## src/rtl/core/delta_timestamp_log_framer_core_assert.svh

```systemverilog
// Assertion macros for the delta timestamp log framer core.
`ifndef DELTA_TIMESTAMP_LOG_FRAMER_CORE_ASSERT_SVH
`define DELTA_TIMESTAMP_LOG_FRAMER_CORE_ASSERT_SVH

// Antecedent implies consequent in the same cycle.
`define DTLF_ASSERT_SAME(label, ante, cons) \
    label: assert property (@(posedge i_clk) disable iff (!i_rst_n) (ante) |-> (cons)) \
        else $error("dtlf assertion failed");

// Antecedent implies consequent in the next cycle.
`define DTLF_ASSERT_NEXT(label, ante, cons) \
    label: assert property (@(posedge i_clk) disable iff (!i_rst_n) (ante) |=> (cons)) \
        else $error("dtlf assertion failed");

`endif

```

## src/rtl/core/dtlf_pkg.sv

```systemverilog
// Package: constants and codes of the delta timestamp log framer core.
package dtlf_pkg;

    localparam int DATA_BYTES = 4;
    localparam int TIME_BYTES = 8;

    localparam int TS_W      = 48;
    localparam int SMP_W     = 32;
    localparam int DIV_W     = 16;
    localparam int DENS_W    = 8;
    localparam int OFS_W     = 32;
    localparam int CNT_W     = 8;
    localparam int CFG_IDX_W = 3;
    localparam int CFG_DAT_W = 32;
    localparam int KIND_W    = 2;

    localparam int IN_TDATA_W  = 80;
    localparam int OUT_TDATA_W = 120;

    localparam int DIV_STEPS = TS_W;
    localparam int STEP_W    = $clog2(DIV_STEPS);

    localparam logic [KIND_W-1:0] KIND_HEADER  = 2'd0;
    localparam logic [KIND_W-1:0] KIND_SAMPLE  = 2'd1;
    localparam logic [KIND_W-1:0] KIND_TRAILER = 2'd2;
    localparam logic [KIND_W-1:0] KIND_INDEX   = 2'd3;

    localparam logic [CFG_IDX_W-1:0] CFG_DELTA_DIVISOR   = 3'd0;
    localparam logic [CFG_IDX_W-1:0] CFG_INDEX_ENABLE    = 3'd1;
    localparam logic [CFG_IDX_W-1:0] CFG_INDEX_DENSITY   = 3'd2;
    localparam logic [CFG_IDX_W-1:0] CFG_BASE_OFFSET     = 3'd3;
    localparam logic [CFG_IDX_W-1:0] CFG_INITIAL_ENTRIES = 3'd4;

    localparam logic [DIV_W-1:0]  RST_DELTA_DIVISOR = 16'd1;
    localparam logic              RST_INDEX_ENABLE  = 1'b1;
    localparam logic [DENS_W-1:0] RST_INDEX_DENSITY = 8'd5;

endpackage

```

## src/rtl/core/delta_timestamp_log_framer_core.sv

```systemverilog
// Top level: delta timestamp log framer with a shared iterative divider.
// An input transfer is taken only when the core is idle. A sample that opens a
// new entry with none open emits a header and then the sample record. A
// sample into an open entry runs a 48-step restoring division of the time
// difference by the divisor (one quotient bit per cycle), a rounding step and
// a result step. Closing an entry with index records enabled runs the same
// divider again for the entry total modulo the density, so the worst case, a
// sample that closes an entry with an index record and opens the next, emits
// four results; output stalls can hold each of them. No clearing pass after
// reset is needed.
`include "delta_timestamp_log_framer_core_assert.svh"

module delta_timestamp_log_framer_core #(
    parameter int DATA_BYTES = dtlf_pkg::DATA_BYTES,
    parameter int TIME_BYTES = dtlf_pkg::TIME_BYTES
) (
    input  logic                               i_clk,
    input  logic                               i_rst_n,
    input  logic                               s_axis_tvalid,
    output logic                               s_axis_tready,
    input  logic [dtlf_pkg::IN_TDATA_W-1:0]    s_axis_tdata,  // timestamp, sample
    input  logic                               s_axis_tuser,  // mode
    output logic                               m_axis_tvalid,
    input  logic                               m_axis_tready,
    // time_value, data_word, small_value, byte_location
    output logic [dtlf_pkg::OUT_TDATA_W-1:0]   m_axis_tdata,
    output logic [dtlf_pkg::KIND_W-1:0]        m_axis_tuser,  // kind
    output logic                               m_axis_tlast,
    input  logic                               i_cfg_valid,
    output logic                               o_cfg_ready,
    input  logic [dtlf_pkg::CFG_IDX_W-1:0]     i_cfg_index,
    input  logic [dtlf_pkg::CFG_DAT_W-1:0]     i_cfg_data
);

    typedef enum logic [2:0] {
        ST_IDLE,
        ST_DIV,
        ST_ROUND,
        ST_MOD,
        ST_TRL,
        ST_IDX,
        ST_HDR,
        ST_SMP
    } t_state;

    t_state r_state;

    logic [dtlf_pkg::DIV_W-1:0]  r_delta_divisor;
    logic                        r_index_enable;
    logic [dtlf_pkg::DENS_W-1:0] r_index_density;

    logic                        r_open;
    logic [dtlf_pkg::TS_W-1:0]   r_etime;
    logic [dtlf_pkg::CNT_W-1:0]  r_count;
    logic [dtlf_pkg::OFS_W-1:0]  r_estart;
    logic [dtlf_pkg::OFS_W-1:0]  r_etotal;

    logic [dtlf_pkg::TS_W-1:0]   r_ts;
    logic [dtlf_pkg::SMP_W-1:0]  r_smp;
    logic                        r_hdr_pending;
    logic                        r_fresh;
    logic                        r_idx;
    logic [dtlf_pkg::CNT_W-1:0]  r_delta;

    logic                        r_op_mod;
    logic [dtlf_pkg::TS_W-1:0]   r_dvd;
    logic [dtlf_pkg::DIV_W-1:0]  r_rem;
    logic [dtlf_pkg::STEP_W-1:0] r_step;

    logic                          r_m_valid;
    logic [dtlf_pkg::KIND_W-1:0]   r_m_kind;
    logic [dtlf_pkg::TS_W-1:0]     r_m_time;
    logic [dtlf_pkg::SMP_W-1:0]    r_m_word;
    logic [dtlf_pkg::CNT_W-1:0]    r_m_small;
    logic [dtlf_pkg::OFS_W-1:0]    r_m_loc;
    logic                          r_m_last;

    logic                        w_in_fire;
    logic                        w_out_free;
    logic                        w_emit;
    logic                        w_mod_on;
    logic [dtlf_pkg::TS_W-1:0]   w_in_ts;
    logic [dtlf_pkg::SMP_W-1:0]  w_in_smp;
    logic [dtlf_pkg::DIV_W-1:0]  w_dvs;
    logic [dtlf_pkg::DIV_W:0]    w_shift;
    logic                        w_ge;
    logic [dtlf_pkg::DIV_W-1:0]  w_rem_next;
    logic                        w_inc;
    logic                        w_big;
    logic [dtlf_pkg::OFS_W-1:0]  w_entry_size;
    logic [dtlf_pkg::OFS_W-1:0]  w_total_inc;

    assign s_axis_tready = (r_state == ST_IDLE);
    assign o_cfg_ready   = (r_state == ST_IDLE);
    assign w_in_fire     = s_axis_tvalid && s_axis_tready;
    assign w_out_free    = !r_m_valid || m_axis_tready;
    assign w_emit        = w_out_free && (r_state inside {ST_TRL, ST_IDX, ST_HDR, ST_SMP});
    assign w_mod_on      = r_index_enable && (r_index_density != '0);
    assign w_in_ts       = s_axis_tdata[dtlf_pkg::TS_W-1:0];
    assign w_in_smp      = s_axis_tdata[dtlf_pkg::TS_W +: dtlf_pkg::SMP_W];
    assign w_total_inc   = r_etotal + 32'd1;

    // Shared restoring divider step.
    always_comb begin
        if (r_op_mod) begin
            w_dvs = {{(dtlf_pkg::DIV_W-dtlf_pkg::DENS_W){1'b0}}, r_index_density};
        end else if (r_delta_divisor == '0) begin
            w_dvs = 16'd1;
        end else begin
            w_dvs = r_delta_divisor;
        end
    end

    assign w_shift    = {r_rem, r_dvd[dtlf_pkg::TS_W-1]};
    assign w_ge       = (w_shift >= {1'b0, w_dvs});
    assign w_rem_next = w_ge ? 16'(w_shift - {1'b0, w_dvs}) : w_shift[dtlf_pkg::DIV_W-1:0];

    assign w_inc = ({r_rem, 1'b0} > {1'b0, w_dvs});
    assign w_big = (r_dvd[dtlf_pkg::TS_W-1:dtlf_pkg::CNT_W] != '0) ||
                   ((r_dvd[dtlf_pkg::CNT_W-1:0] == 8'hFF) && w_inc);

    assign w_entry_size = 32'(TIME_BYTES + 1) +
                          32'({1'b0, r_count} + 9'd1) * 32'(DATA_BYTES + 1);

    assign m_axis_tvalid = r_m_valid;
    assign m_axis_tdata  = {r_m_loc, r_m_small, r_m_word, r_m_time};
    assign m_axis_tuser  = r_m_kind;
    assign m_axis_tlast  = r_m_last;

    always_ff @(posedge i_clk) begin
        if (!i_rst_n) begin
            r_state         <= ST_IDLE;
            r_delta_divisor <= dtlf_pkg::RST_DELTA_DIVISOR;
            r_index_enable  <= dtlf_pkg::RST_INDEX_ENABLE;
            r_index_density <= dtlf_pkg::RST_INDEX_DENSITY;
            r_open          <= 1'b0;
            r_etime         <= '0;
            r_count         <= '0;
            r_estart        <= '0;
            r_etotal        <= '0;
            r_hdr_pending   <= 1'b0;
            r_fresh         <= 1'b0;
            r_idx           <= 1'b0;
            r_op_mod        <= 1'b0;
            r_step          <= '0;
            r_m_valid       <= 1'b0;
        end else begin
            if (r_m_valid && m_axis_tready && !w_emit) begin
                r_m_valid <= 1'b0;
            end

            unique case (r_state)
                ST_IDLE: begin
                    if (w_in_fire) begin
                        r_ts          <= w_in_ts;
                        r_smp         <= w_in_smp;
                        r_hdr_pending <= 1'b0;
                        r_fresh       <= 1'b0;
                        if (s_axis_tuser) begin
                            if (r_open) begin
                                if (w_mod_on) begin
                                    r_op_mod <= 1'b1;
                                    r_dvd    <= {16'd0, w_total_inc};
                                    r_rem    <= '0;
                                    r_step   <= dtlf_pkg::STEP_W'(dtlf_pkg::DIV_STEPS - 1);
                                    r_state  <= ST_MOD;
                                end else begin
                                    r_idx   <= 1'b0;
                                    r_state <= ST_TRL;
                                end
                            end
                        end else if (r_open) begin
                            r_op_mod <= 1'b0;
                            r_dvd    <= w_in_ts - r_etime;
                            r_rem    <= '0;
                            r_step   <= dtlf_pkg::STEP_W'(dtlf_pkg::DIV_STEPS - 1);
                            r_state  <= ST_DIV;
                        end else begin
                            r_state <= ST_HDR;
                        end
                    end
                end
                ST_DIV: begin
                    r_dvd  <= {r_dvd[dtlf_pkg::TS_W-2:0], w_ge};
                    r_rem  <= w_rem_next;
                    r_step <= r_step - 1'b1;
                    if (r_step == '0) begin
                        r_state <= ST_ROUND;
                    end
                end
                ST_ROUND: begin
                    if (w_big || (r_count == 8'hFF)) begin
                        r_hdr_pending <= 1'b1;
                        if (w_mod_on) begin
                            r_op_mod <= 1'b1;
                            r_dvd    <= {16'd0, w_total_inc};
                            r_rem    <= '0;
                            r_step   <= dtlf_pkg::STEP_W'(dtlf_pkg::DIV_STEPS - 1);
                            r_state  <= ST_MOD;
                        end else begin
                            r_idx   <= 1'b0;
                            r_state <= ST_TRL;
                        end
                    end else begin
                        r_delta <= r_dvd[dtlf_pkg::CNT_W-1:0] + {7'd0, w_inc};
                        r_state <= ST_SMP;
                    end
                end
                ST_MOD: begin
                    r_dvd  <= {r_dvd[dtlf_pkg::TS_W-2:0], w_ge};
                    r_rem  <= w_rem_next;
                    r_step <= r_step - 1'b1;
                    if (r_step == '0) begin
                        r_idx   <= (w_rem_next == 16'd1);
                        r_state <= ST_TRL;
                    end
                end
                ST_TRL: begin
                    if (w_out_free) begin
                        r_m_valid <= 1'b1;
                        r_m_kind  <= dtlf_pkg::KIND_TRAILER;
                        r_m_time  <= '0;
                        r_m_word  <= '0;
                        r_m_small <= r_count;
                        r_m_loc   <= '0;
                        r_m_last  <= !r_idx && !r_hdr_pending;
                        r_etotal  <= w_total_inc;
                        if (r_idx) begin
                            r_state <= ST_IDX;
                        end else begin
                            r_estart <= r_estart + w_entry_size;
                            r_open   <= 1'b0;
                            r_state  <= r_hdr_pending ? ST_HDR : ST_IDLE;
                        end
                    end
                end
                ST_IDX: begin
                    if (w_out_free) begin
                        r_m_valid <= 1'b1;
                        r_m_kind  <= dtlf_pkg::KIND_INDEX;
                        r_m_time  <= r_etime;
                        r_m_word  <= '0;
                        r_m_small <= '0;
                        r_m_loc   <= r_estart;
                        r_m_last  <= !r_hdr_pending;
                        r_estart  <= r_estart + w_entry_size;
                        r_open    <= 1'b0;
                        r_state   <= r_hdr_pending ? ST_HDR : ST_IDLE;
                    end
                end
                ST_HDR: begin
                    if (w_out_free) begin
                        r_m_valid <= 1'b1;
                        r_m_kind  <= dtlf_pkg::KIND_HEADER;
                        r_m_time  <= r_ts;
                        r_m_word  <= '0;
                        r_m_small <= '0;
                        r_m_loc   <= '0;
                        r_m_last  <= 1'b0;
                        r_etime   <= r_ts;
                        r_open    <= 1'b1;
                        r_fresh   <= 1'b1;
                        r_delta   <= '0;
                        r_state   <= ST_SMP;
                    end
                end
                ST_SMP: begin
                    if (w_out_free) begin
                        r_m_valid <= 1'b1;
                        r_m_kind  <= dtlf_pkg::KIND_SAMPLE;
                        r_m_time  <= '0;
                        r_m_word  <= r_smp;
                        r_m_small <= r_delta;
                        r_m_loc   <= '0;
                        r_m_last  <= 1'b1;
                        r_count   <= r_fresh ? '0 : r_count + 8'd1;
                        r_state   <= ST_IDLE;
                    end
                end
                default: begin
                    r_state <= ST_IDLE;
                end
            endcase

            if (i_cfg_valid && o_cfg_ready) begin
                unique case (i_cfg_index)
                    dtlf_pkg::CFG_DELTA_DIVISOR: begin
                        r_delta_divisor <= i_cfg_data[dtlf_pkg::DIV_W-1:0];
                    end
                    dtlf_pkg::CFG_INDEX_ENABLE: begin
                        r_index_enable <= i_cfg_data[0];
                    end
                    dtlf_pkg::CFG_INDEX_DENSITY: begin
                        r_index_density <= i_cfg_data[dtlf_pkg::DENS_W-1:0];
                    end
                    dtlf_pkg::CFG_BASE_OFFSET: begin
                        r_estart <= i_cfg_data[dtlf_pkg::OFS_W-1:0];
                    end
                    dtlf_pkg::CFG_INITIAL_ENTRIES: begin
                        r_etotal <= i_cfg_data[dtlf_pkg::OFS_W-1:0];
                    end
                    default: begin
                    end
                endcase
            end
        end
    end

    `DTLF_ASSERT_SAME(a_sample_is_last, m_axis_tvalid && (m_axis_tuser == dtlf_pkg::KIND_SAMPLE), m_axis_tlast)
    `DTLF_ASSERT_SAME(a_header_not_last, m_axis_tvalid && (m_axis_tuser == dtlf_pkg::KIND_HEADER), !m_axis_tlast)
    `DTLF_ASSERT_SAME(a_smp_entry_open, r_state == ST_SMP, r_open)
    `DTLF_ASSERT_NEXT(a_div_flow, r_state == ST_DIV, (r_state == ST_DIV) || (r_state == ST_ROUND))
    `DTLF_ASSERT_SAME(a_close_needs_open, (r_state == ST_TRL) || (r_state == ST_MOD), r_open)

endmodule

```

## config.mk

```make
export PLATFORM = sky130hd
export DESIGN_NAME = delta_timestamp_log_framer_core
export DESIGN_NICKNAME = d
export VERILOG_FILES = /design/src/rtl/core/dtlf_pkg.sv /design/src/rtl/core/delta_timestamp_log_framer_core.sv
export VERILOG_INCLUDE_DIRS = /design/src /design/src/rtl/core
export SDC_FILE = /design/constraint.sdc
export NUM_CORES = 1
export LEC_CHECK = 0
export ABC_AREA = 1
export BUFFER_PORTS_ARGS = -buffer_cell sky130_fd_sc_hd__clkbuf_2
export CAP_MARGIN = 20
export CELL_PAD_IN_SITES_DETAIL_PLACEMENT = 1
export CELL_PAD_IN_SITES_GLOBAL_PLACEMENT = 1
export CORE_MARGIN = 5
export CORE_UTILIZATION = 40
export CTS_BUF_LIST = sky130_fd_sc_hd__clkbuf_16
export DETAILED_ROUTE_END_ITERATION = 8
export PLACE_DENSITY = 0.82
export SYNTH_ARGS = -nofsm -noshare
export SYNTH_HDL_FRONTEND = slang
export SYNTH_SLANG_ARGS = --single-unit
```

## constraint.sdc

```tcl
create_clock -name i_clk -period 9.13 [get_ports i_clk]
set_clock_uncertainty 0.2 [all_clocks]
set_input_delay 1.826 -clock i_clk [delete_from_list [all_inputs] [get_ports i_clk]]
set_output_delay 1.826 -clock i_clk [all_outputs]
set_load 0.1 [all_outputs]
```

==> impl_metrics.env, run 1 <==
export IMPL_start_util=0.402
export IMPL_synthArstFlopShare=0
export IMPL_antenna_left=0
export IMPL_reg2reg_setup_slack_ps=3820
export IMPL_holdPathEnd="r_step[5]"
export IMPL_synthAdderAreaFrac=0.0588
export IMPL_first_global_vias=23500
export IMPL_die_y_um=261
export IMPL_clk_pin_slew_worst_paths_ps=60
export IMPL_finalWeightedCongestion=0.961
export IMPL_root_buffer="clkbuf_16"
export IMPL_final_common_cell="nand2_1"
export IMPL_final_nets=3588
export IMPL_overflow=0
export IMPL_tightest_slew_ps=1110
export IMPL_cts_resized=0
export IMPL_cts_tree="built"
export IMPL_rows=92
export IMPL_port_buffers=246
export IMPL_syn2layout_area_growth_pct=14.5
export IMPL_post_route_period_util=0.582
export IMPL_drive_above_1_share=0.122
export IMPL_synth_simple_area_share=0.194
export IMPL_path_class="reg -> reg"
export IMPL_synth_mux_area_frac=0.000397
export IMPL_power_density_nw_per_um2=289
export IMPL_die_area_um2=68200
export IMPL_syn_num_nets=3391
export IMPL_max_freq_mhz=188
export IMPL_synth_top_area_frac=0.327
export IMPL_track_usage=0.245
export IMPL_startpoint_type="flop"
export IMPL_nFillCells=7684
export IMPL_hold_buffers=0
export IMPL_hold_viol_final=0
export IMPL_cts_buffer_depth=3
export IMPL_tns_ps=0
export IMPL_path_max_fanout=12
export IMPL_vias=23200
export IMPL_worstHoldPathType="reg -> reg"
export IMPL_postCtsSetupRepairBufs=0
export IMPL_routed_wl_mm=86.8
export IMPL_synth_compound_area_share=0.178
export IMPL_crit_family="simple AND/OR/NAND/NOR gates"
export IMPL_crit_arrival_ps=5640
export IMPL_grt_max_degree=112
export IMPL_syn_area_um2=25200
export IMPL_core_um2=62700
export IMPL_worstHoldStart="r_step[5]"
export IMPL_p_leak_uw=0.0119
export IMPL_dr_pass1_iters=5
export IMPL_cp_num_buf_inv=2
export IMPL_instances_no_fill=4249
export IMPL_synth_edf_count=275
export IMPL_route_detailed_drc=0
export IMPL_synth_distinct_cells=58
export IMPL_maxSlewHeadroom=0.261
export IMPL_synthCells=3158
export IMPL_peakVddDrop_v=0.000148
export IMPL_outcome="completed"
export IMPL_critPathRequiredTime_ps=9460
export IMPL_setup_violations=0
export IMPL_drt_iter0_markers=2044
export IMPL_r2r_end="r_estart[22]"
export IMPL_rsz0062_at_grt="false"
export IMPL_dp_cells=4148
export IMPL_yosys_warnings=0
export IMPL_r2r_cells=20
export IMPL_cts_buffers=50
export IMPL_htreeDepth=2
export IMPL_seq_area_frac_synth=0.454
export IMPL_wire_per_inst_um=20.4
export IMPL_syn_mean_instance_area_um2=7.99
export IMPL_place_detailed_hpwl_mm=64.6
export IMPL_viasPerCell=5.46
export IMPL_timing_rr_start="r_count[0]"
export IMPL_drv_cap=0
export IMPL_netlist_top_cells_area="edfxtp_1 33%, dfxtp_1 13%, nand2_1 7.4%, inv_1 6.7%, a21oi_1 6.6%"
export IMPL_endpoint_kind="flop"
export IMPL_insertion_delay_ps=610
export IMPL_yosysTopAreaCell="edfxtp_1"
export IMPL_drv_slew=0
export IMPL_grt_antenna_before_repair=5
export IMPL_die_w_um=261
export IMPL_synth_top_family_by_area="simple AND/OR/NAND/NOR gates"
export IMPL_layout_common_cells="498 x nand2_1, 459 x inv_1, 333 x a21oi_1"
export IMPL_synthFlopType="edfxtp_1"
export IMPL_min_period_ps=5310
export IMPL_synth_seq_cells=435
export IMPL_cts_num_sinks=435
export IMPL_min_delay_path_depth=2
export IMPL_synth_xor_area_frac=0.0253
export IMPL_path_cells="inv_1 -> nor3_1 -> nand2_1 -> nor2_1 -> nand3_1 -> xor2_1 -> ha_1 -> fa_1 -> ha_1 -> ha_1 -> nand2_1 -> nor2_1 -> inv_1 -> o21ai_0 -> nand3_1 -> o211ai_1 -> nand2_1 -> o21ai_0 -> nand3_1 -> a21oi_1"
export IMPL_max_stage_delay_ps=470
export IMPL_top_level_ports=247
export IMPL_grt_pass1_wl_mm=133
export IMPL_slowest_stage="o211ai_1"
state kept, by name, indices dropped and copies added (netlist names), 8 cells and up:
name / count
r_count: 8
r_delta: 8
r_ts: 48
r_etime: 48
r_m_time: 48
r_m_small: 8
r_index_density: 8
r_delta_divisor: 16
r_estart: 32
r_dvd: 48
r_rem: 16
r_smp: 32
r_m_word: 32
r_etotal: 32
r_m_loc: 32
cells by family after synthesis:
group	after synthesis
and+or+nand+nor	1141
DFF	435
adders and majority gates	112
buffers and inverters	591
AOI/OAI and AO/OA	805
muxes	1
xor gates and xnor gates	73
layout make-up:
| cell class | count | area [µm²] | share of cell area |
|---|---|---|---|
| multi-input combinational | 2132 | 11600 | 0.400 |
| tap | 846 | 1060 | 0.0366 |
| clock buffer | 54 | 1350 | 0.0468 |
| clock inverter | 40 | 278 | 0.00961 |
| antenna | 6 | 15.0 | 0.000519 |
| timing repair buffer | 267 | 1410 | 0.0488 |
| inverter | 469 | 1760 | 0.0609 |
| sequential | 435 | 11500 | 0.397 |
metrics by stage:
stage	power, µW	utilization	instance area [µm²]	setup slack (ps)	hold slack [ps]
floorplan	5360	-	25200	2560	239
CTS	8370	0.460	28900	3880	286
global placement	6230	0.434	27200	3830	258
global route	8800	0.461	28900	3300	311
detailed placement	6330	0.434	27200	3900	270
finish	8350	0.461	28900	3820	288
layer usage:
metal / vias to the layer above / GRT usage / wire, µm / part of all wire
met1: 11400 / 0.322 / 37800 / 0.44
met2: 565 / 0.421 / 42400 / 0.49
met4: 0 / 0.0742 / 2410 / 0.028
met3: 123 / 0.0337 / 4120 / 0.047
met5: - / 0 / 0 / 0
li1: 11100 / - / - / -
power breakdown:
group	switching (µW)	total, µW	internal [µW]
combinational	2600	3460	867
sequential	291	2880	2590
clock	852	2000	1150
synthesized netlist by cell type (48+ instances only):
cell type  number
o21ai_0       265
xor2_1         55
inv_1         451
nand2_1       498
dfxtp_1       160
a21oi_1       334
nor2_1        325
edfxtp_1      275
clkbuf_1       92
nand3_1       184
ha_1          101
o22ai_1        48
worst reg2reg max path: cells and delay by family, from the launching register on:
family	cells	cell delay (ps)
fa+ha+maj	4	1440
flops	1	400
xor+xnor	1	280
buf+inv	2	190
compound gates	4	1180
simple gates	9	1570
how the worst max path moves through the flow:
stage / endpoint / cells after the start / from / slack, ps
after global routing: r_estart[22] / 20 / r_count[0] / 3300
after CTS: r_estart[22] / 20 / r_count[0] / 3880
after floorplan: r_smp[0] / 4 / i_rst_n / 2560
after detailed placement: r_estart[22] / 20 / r_count[0] / 3900
after global placement: r_dvd[18] / 7 / s_axis_tuser / 3830
final: r_estart[22] / 20 / r_count[0] / 3820
Note: power is estimated with default switching activity, not from simulation.
==> run 2: changes to the inputs <==
--- a/config.mk
+++ b/config.mk
@@ -15,7 +15,7 @@
 export CORE_UTILIZATION = 40
 export CTS_BUF_LIST = sky130_fd_sc_hd__clkbuf_16
 export DETAILED_ROUTE_END_ITERATION = 8
-export PLACE_DENSITY = 0.82
+export PLACE_DENSITY = 0.85
 export SYNTH_ARGS = -nofsm -noshare
 export SYNTH_HDL_FRONTEND = slang
 export SYNTH_SLANG_ARGS = --single-unit
==> constraint.sdc (replaced) <==
create_clock -name i_clk -period 4.51 [get_ports i_clk]
set_clock_uncertainty 0.2 [all_clocks]
set_input_delay 0.902 -clock i_clk [delete_from_list [all_inputs] [get_ports i_clk]]
set_output_delay 0.902 -clock i_clk [all_outputs]
set_load 0.1 [all_outputs]
==> impl_metrics.env, run 2 (synthesis results as in run 1) <==
export IMPL_p_leak_uw=0.0121
export IMPL_max_freq_mhz=225
export IMPL_seqPwrFrac=0.343
export IMPL_met3_usage=0.0328
export IMPL_routed_wl_mm=88.0
export IMPL_setup_violations=0
export IMPL_drive_above_1_share=0.135
export IMPL_final_common_cell="nand2_1"
export IMPL_hold_ws_ps=282
export IMPL_rows=92
export IMPL_hold_buffers=0
export IMPL_endpoint_kind="flop"
export IMPL_design_area_um2=29200
export IMPL_outcome="completed"
export IMPL_startpoint_type="flop"
export IMPL_cts_tree="built"
export IMPL_finalWorstSetupSlack_ps=57.2
export IMPL_grt_max_degree=97
export IMPL_peakVddDrop_v=0.000313
export IMPL_p_int_uw=9380
export IMPL_switchingPower_uw=7550
export IMPL_tightest_slew_ps=984
export IMPL_path_cells="ha_1 -> nand2_1 -> nor2_1 -> xor2_1 -> inv_1 -> ha_1 -> fa_1 -> ha_1 -> ha_1 -> inv_1 -> nor2_1 -> nor2_1 -> o21ai_2 -> nand4_1 -> a21oi_4 -> nand2_1 -> nor2_1 -> nand2_1 -> nand3_1 -> a21oi_1"
export IMPL_max_stage_delay_ps=470
export IMPL_grt_pass1_wl_mm=135
export IMPL_path_max_fanout=5
export IMPL_wire_per_inst_um=20.6
export IMPL_pwr_share_clk=0.240
export IMPL_path_class="reg -> reg"
export IMPL_track_usage=0.248
export IMPL_placed_area_um2=27500
export IMPL_vias=23700
export IMPL_post_route_period_util=0.987
export IMPL_crit_arrival_ps=4740
export IMPL_maxSlewHeadroom=0.342
export IMPL_cts_num_sinks=435
export IMPL_met2_usage=0.425
export IMPL_busiest_layer="met2"
export IMPL_syn2layout_area_growth_pct=15.8
export IMPL_port_buffers=246
export IMPL_die_y_um=261
export IMPL_root_buffer="clkbuf_16"
export IMPL_p_sw_frac=0.446
export IMPL_start_util=0.402
export IMPL_critPathRequiredTime_ps=4790
export IMPL_min_period_ps=4450
export IMPL_p_comb_frac=0.417
export IMPL_die_area_um2=68200
export IMPL_insertion_delay_ps=600
export IMPL_layout_common_cells="498 x nand2_1, 458 x inv_1, 329 x a21oi_1"
export IMPL_rsz0062_at_grt="true"
export IMPL_hold_viol_final=0
export IMPL_cts_buffer_depth=3
export IMPL_dpl_worst_slack_ps=56.7
export IMPL_dr_pass1_iters=5
export IMPL_overflow=0
export IMPL_grtUsageMet1=0.319
export IMPL_antenna_left=0
export IMPL_drv_cap=0
export IMPL_final_nets=3620
export IMPL_nFillCells=7679
export IMPL_htreeDepth=2
export IMPL_power_density_nw_per_um2=579
export IMPL_drv_slew=0
export IMPL_core_um2=62700
export IMPL_die_w_um=261
export IMPL_viasPerCell=5.53
export IMPL_slowest_stage="fa_1"
export IMPL_top_level_ports=247
export IMPL_grt_antenna_before_repair=4
export IMPL_cts_buffers=49
export IMPL_finalWeightedCongestion=0.937
export IMPL_worstHoldPathType="in -> reg"
export IMPL_place_detailed_hpwl_mm=65.8
export IMPL_clk_pin_slew_worst_paths_ps=60
export IMPL_route_detailed_drc=0
export IMPL_drt_iter0_markers=1698
export IMPL_first_global_vias=24200
## run 2: what timing repair did
action | in CTS | in global routing
resized for setup | 0 | 17
setup buffers | 0 | 4
endpoints found under the setup margin | 0 | 19
## run 2: metal layers
metal  part of all wire  vias up
met5                  0        -
met4              0.042        0
met3              0.050      186
met2               0.49      677
met1               0.42    11600
li1                   -    11200
## run 2: final timing paths
kind / start / endpoint / slack (ps) / cells after the start
worst max-delay path: r_count[0] / r_estart[31] / 60 / 20
worst min-delay path: s_axis_tdata[64] / r_smp[16] / 280 / 1
worst max register to register: r_count[0] / r_estart[31] / 60 / 20
worst min register to register: r_delta_divisor[1] / r_delta_divisor[1] / 280 / 2
## run 2: stage by stage
stage          instances  utilization  setup TNS [ps]  power (µW)
4_1_cts             4269        0.464               0       17000
3_5_place_dp        4177        0.438               0       12800
6_report            4278        0.466               0       16900
5_1_grt             4277        0.466           -1060       17900
3_3_place_gp        4177        0.438               0       12600
2_1_floorplan       3158            -               0       10800
## run 2: layout make-up
class | instances | area, µm² | share of cell area
antenna | 4 | 10.0 | 0.000343
clock buffer | 54 | 1350 | 0.0462
clock inverter | 38 | 268 | 0.00916
inverter | 469 | 1760 | 0.0602
multi-input combinational | 2132 | 11600 | 0.398
sequential | 435 | 11500 | 0.392
tap | 846 | 1060 | 0.0362
timing repair buffer | 300 | 1690 | 0.0577
## run 2: critical path, delay by kind of cell (launching register included)
kind	cells	cell delay [ps]
AO/OA/AOI/OAI	3	520
adder cells (fa/ha/maj)	5	1630
flip-flops	1	370
buffers and inverters	2	180
XOR/XNOR	1	180
AND/OR/NAND/NOR	9	1230
## run 2: power by group through the flow
stage	registers [µW]	logic, µW	clock network, µW
floorplan	6960	3870	0
global placement	5820	6800	0
detailed placement	5870	6970	0
CTS	5790	7020	4140
global route	5880	7660	4320
finish	5810	7050	4070
==> run 3: changes to the inputs <==
--- a/config.mk
+++ b/config.mk
@@ -6,7 +6,6 @@
 export SDC_FILE = /design/constraint.sdc
 export NUM_CORES = 1
 export LEC_CHECK = 0
-export ABC_AREA = 1
 export BUFFER_PORTS_ARGS = -buffer_cell sky130_fd_sc_hd__clkbuf_2
 export CAP_MARGIN = 20
 export CELL_PAD_IN_SITES_DETAIL_PLACEMENT = 1
@@ -15,7 +14,8 @@
 export CORE_UTILIZATION = 40
 export CTS_BUF_LIST = sky130_fd_sc_hd__clkbuf_16
 export DETAILED_ROUTE_END_ITERATION = 8
-export PLACE_DENSITY = 0.85
+export PLACE_DENSITY = 0.83
+export SETUP_SLACK_MARGIN = 0.05
 export SYNTH_ARGS = -nofsm -noshare
 export SYNTH_HDL_FRONTEND = slang
 export SYNTH_SLANG_ARGS = --single-unit
==> impl_metrics.env, run 3 <==
export IMPL_vias=19800
export IMPL_drv_cap=0
export IMPL_syn_area_um2=23400
export IMPL_min_delay_path_depth=2
export IMPL_syn2layout_area_growth_pct=17.3
export IMPL_r2r_end="r_estart[18]"
export IMPL_path_cells="ha_4 -> nand3_4 -> nor2_2 -> buf_4 -> xor2_1 -> ha_1 -> inv_1 -> fa_1 -> inv_1 -> ha_1 -> ha_4 -> a21o_1 -> a2111oi_4 -> buf_4 -> o31ai_2 -> o211ai_1 -> buf_4 -> nor2_2 -> xnor2_1 -> a21oi_1"
export IMPL_min_period_ps=4330
export IMPL_root_buffer="clkbuf_16"
export IMPL_worstHoldPathType="reg -> reg"
export IMPL_insertion_delay_ps=600
export IMPL_die_y_um=252
export IMPL_synth_seq_cells=435
export IMPL_holdPathEnd="r_etime[20]"
export IMPL_antenna_left=0
export IMPL_design_area_um2=27400
export IMPL_multi_input_area_um2=11300
export IMPL_reg2reg_setup_slack_ps=180
export IMPL_synthTopCellsByCount="282 x nand2_1, 275 x edfxtp_1, 233 x a21oi_1, 201 x nor2_1, 160 x dfxtp_1"
export IMPL_overflow=0
export IMPL_place_detailed_hpwl_mm=55.0
export IMPL_crit_arrival_ps=4570
export IMPL_start_util=0.405
export IMPL_startpoint_type="flop"
export IMPL_track_usage=0.224
export IMPL_synth_distinct_cells=80
export IMPL_maxSlewHeadroom=0.281
export IMPL_path_max_fanout=5
export IMPL_drive_above_1_share=0.166
export IMPL_wire_per_inst_um=21.8
export IMPL_final_nets=2853
export IMPL_final_common_cell="nand2_1"
export IMPL_cp_depth=20
export IMPL_clk_pin_slew_worst_paths_ps=60
export IMPL_drv_slew=0
export IMPL_netlist_top_cells_area="edfxtp_1 35%, dfxtp_1 14%, ha_1 5.4%, a21oi_1 5.0%, nand2_1 4.5%"
export IMPL_yosys_warnings=0
export IMPL_tightest_slew_ps=1080
export IMPL_nFillCells=6513
export IMPL_layout_common_cells="282 x nand2_1, 275 x edfxtp_1, 246 x clkbuf_2"
export IMPL_outcome="completed"
export IMPL_first_global_vias=20500
export IMPL_cts_num_sinks=435
export IMPL_path_class="reg -> reg"
export IMPL_placed_area_um2=25600
export IMPL_die_w_um=252
export IMPL_peakVddDrop_v=0.000415
export IMPL_worstHoldStart="r_etime[20]"
export IMPL_synth_edf_count=275
export IMPL_path_common_cell="buf_4"
export IMPL_htreeDepth=2
export IMPL_setup_violations=0
export IMPL_seq_area_um2=11500
export IMPL_yosysMostFrequentCell="nand2_1"
export IMPL_r2r_cells=20
export IMPL_dpl_worst_slack_ps=-66.7
export IMPL_top_level_ports=247
export IMPL_hold_buffers=0
export IMPL_rsz0062_at_grt="true"
export IMPL_core_um2=57800
export IMPL_syn_num_nets=2639
export IMPL_die_area_um2=63400
export IMPL_max_stage_delay_ps=480
export IMPL_finalWeightedCongestion=0.918
export IMPL_synth_top_area_frac=0.353
export IMPL_rows=88
export IMPL_synthArstFlopShare=0
export IMPL_finalWorstSetupSlack_ps=178
export IMPL_diodes=0
export IMPL_route_detailed_drc=0
export IMPL_fin_util=0.475
export IMPL_max_freq_mhz=231
export IMPL_cts_buffers=49
export IMPL_dr_pass1_iters=5
export IMPL_viasPerCell=5.77
export IMPL_hold_viol_final=0
export IMPL_post_route_period_util=0.961
export IMPL_tns_ps=0
export IMPL_power_density_nw_per_um2=519
export IMPL_drt_iter0_markers=1416
export IMPL_cp_num_buf_inv=5
export IMPL_grt_max_degree=81
export IMPL_synthFlopType="edfxtp_1"
export IMPL_endpoint_kind="flop"
export IMPL_port_buffers=246
export IMPL_routed_wl_mm=74.7
export IMPL_critPathRequiredTime_ps=4740
export IMPL_cts_tree="built"
export IMPL_synthCells=2406
export IMPL_timing_rr_start="r_count[1]"
export IMPL_crit_family="adder cells"
export IMPL_cts_buffer_depth=3
export IMPL_p_leak_uw=0.0100
export IMPL_syn_mean_instance_area_um2=9.73
export IMPL_seq_area_frac_synth=0.490
export IMPL_grt_antenna_before_repair=1
export IMPL_grt_pass1_wl_mm=115
export IMPL_yosysTopAreaCell="edfxtp_1"
export IMPL_slowest_stage="fa_1"
## run 3: cell count changes in the layout (fill, tap and decap cells not counted), moves of 19 or more
cell,previous run,this run
and2_1,2,72
xnor2_1,18,80
nand2_1,498,282
nand3_1,184,44
o221ai_1,24,5
mux2i_1,1,34
o22ai_1,48,6
a22o_1,0,58
inv_1,458,102
or3_1,0,22
a211oi_1,6,55
nor2_1,315,189
a21oi_1,329,230
o21ai_0,264,120
## run 3: worst max path at each step
stage                                from           end  slack, ps
after detailed placement  s_axis_tdata[7]     r_dvd[44]        -70
after floorplan                   i_rst_n   r_m_time[0]        130
final                          r_count[1]  r_estart[18]        180
after global placement         r_count[1]  r_estart[15]         80
after global routing           r_count[1]  r_estart[18]        -40
after CTS                      r_count[2]  r_estart[18]         60
## run 3: through the flow
| stage | hold WS (ps) | std cells | total power (µW) |
|---|---|---|---|
| floorplan | 243 | 2406 | 8660 |
| global placement | 257 | 3327 | 9810 |
| detailed placement | 264 | 3327 | 10000 |
| CTS | 264 | 3417 | 14300 |
| global route | 279 | 3424 | 14900 |
| finish | 276 | 3424 | 14300 |
## run 3: worst min-delay path, cell delays in order, from the launching register on
cell	delay, ps
dfxtp_1	320
nand2_1	60
a21oi_1	50
## run 3: metal layers
metal,up-vias,part of all wire,GRT usage
met5,-,0.00019,0
met2,584,0.49,0.386
met4,2,0.036,0.0836
li1,9155,-,-
met3,136,0.051,0.0303
met1,9882,0.43,0.289
## run 3: timing repair
item | CTS | global route
buffers inserted | 0 | 6
gates resized for setup | 8 | 24
endpoints found under the setup margin | 18 | 21
endpoints found under the hold margin | 0 | 0
pin swaps | 0 | 5
gates cloned | 0 | 1
## run 3: logic make-up (layout without fill, tap and decap cells)
family                   after synthesis  after routing  share of synthesized area
adder cells (fa/ha/maj)              112            112                     0.0634
flip-flops                           435            435                      0.490
XOR/XNOR                             145            145                     0.0543
multiplexers                          37             37                     0.0160
buffers and inverters                233            486                     0.0381
AO/OA/AOI/OAI                        656            656                      0.181
AND/OR/NAND/NOR                      788            788                      0.157
## run 3: area by class of cell
| type | count | share of cell area |
|---|---|---|
| repair buffers | 300 | 0.0618 |
| multi-input cells | 1738 | 0.410 |
| clock inverters | 40 | 0.0162 |
| well taps | 765 | 0.0349 |
| flip-flops and latches | 435 | 0.418 |
| clock buffers | 50 | 0.0456 |
| inverters | 96 | 0.0132 |
## run 3: where the power goes
group          total [µW]  leakage (µW)  switching [µW]  internal [µW]
clock                4220      0.000841            1690           2530
combinational        4620       0.00531            3260           1360
sequential           5410       0.00387             436           4980
total               14300        0.0100            5380           8870
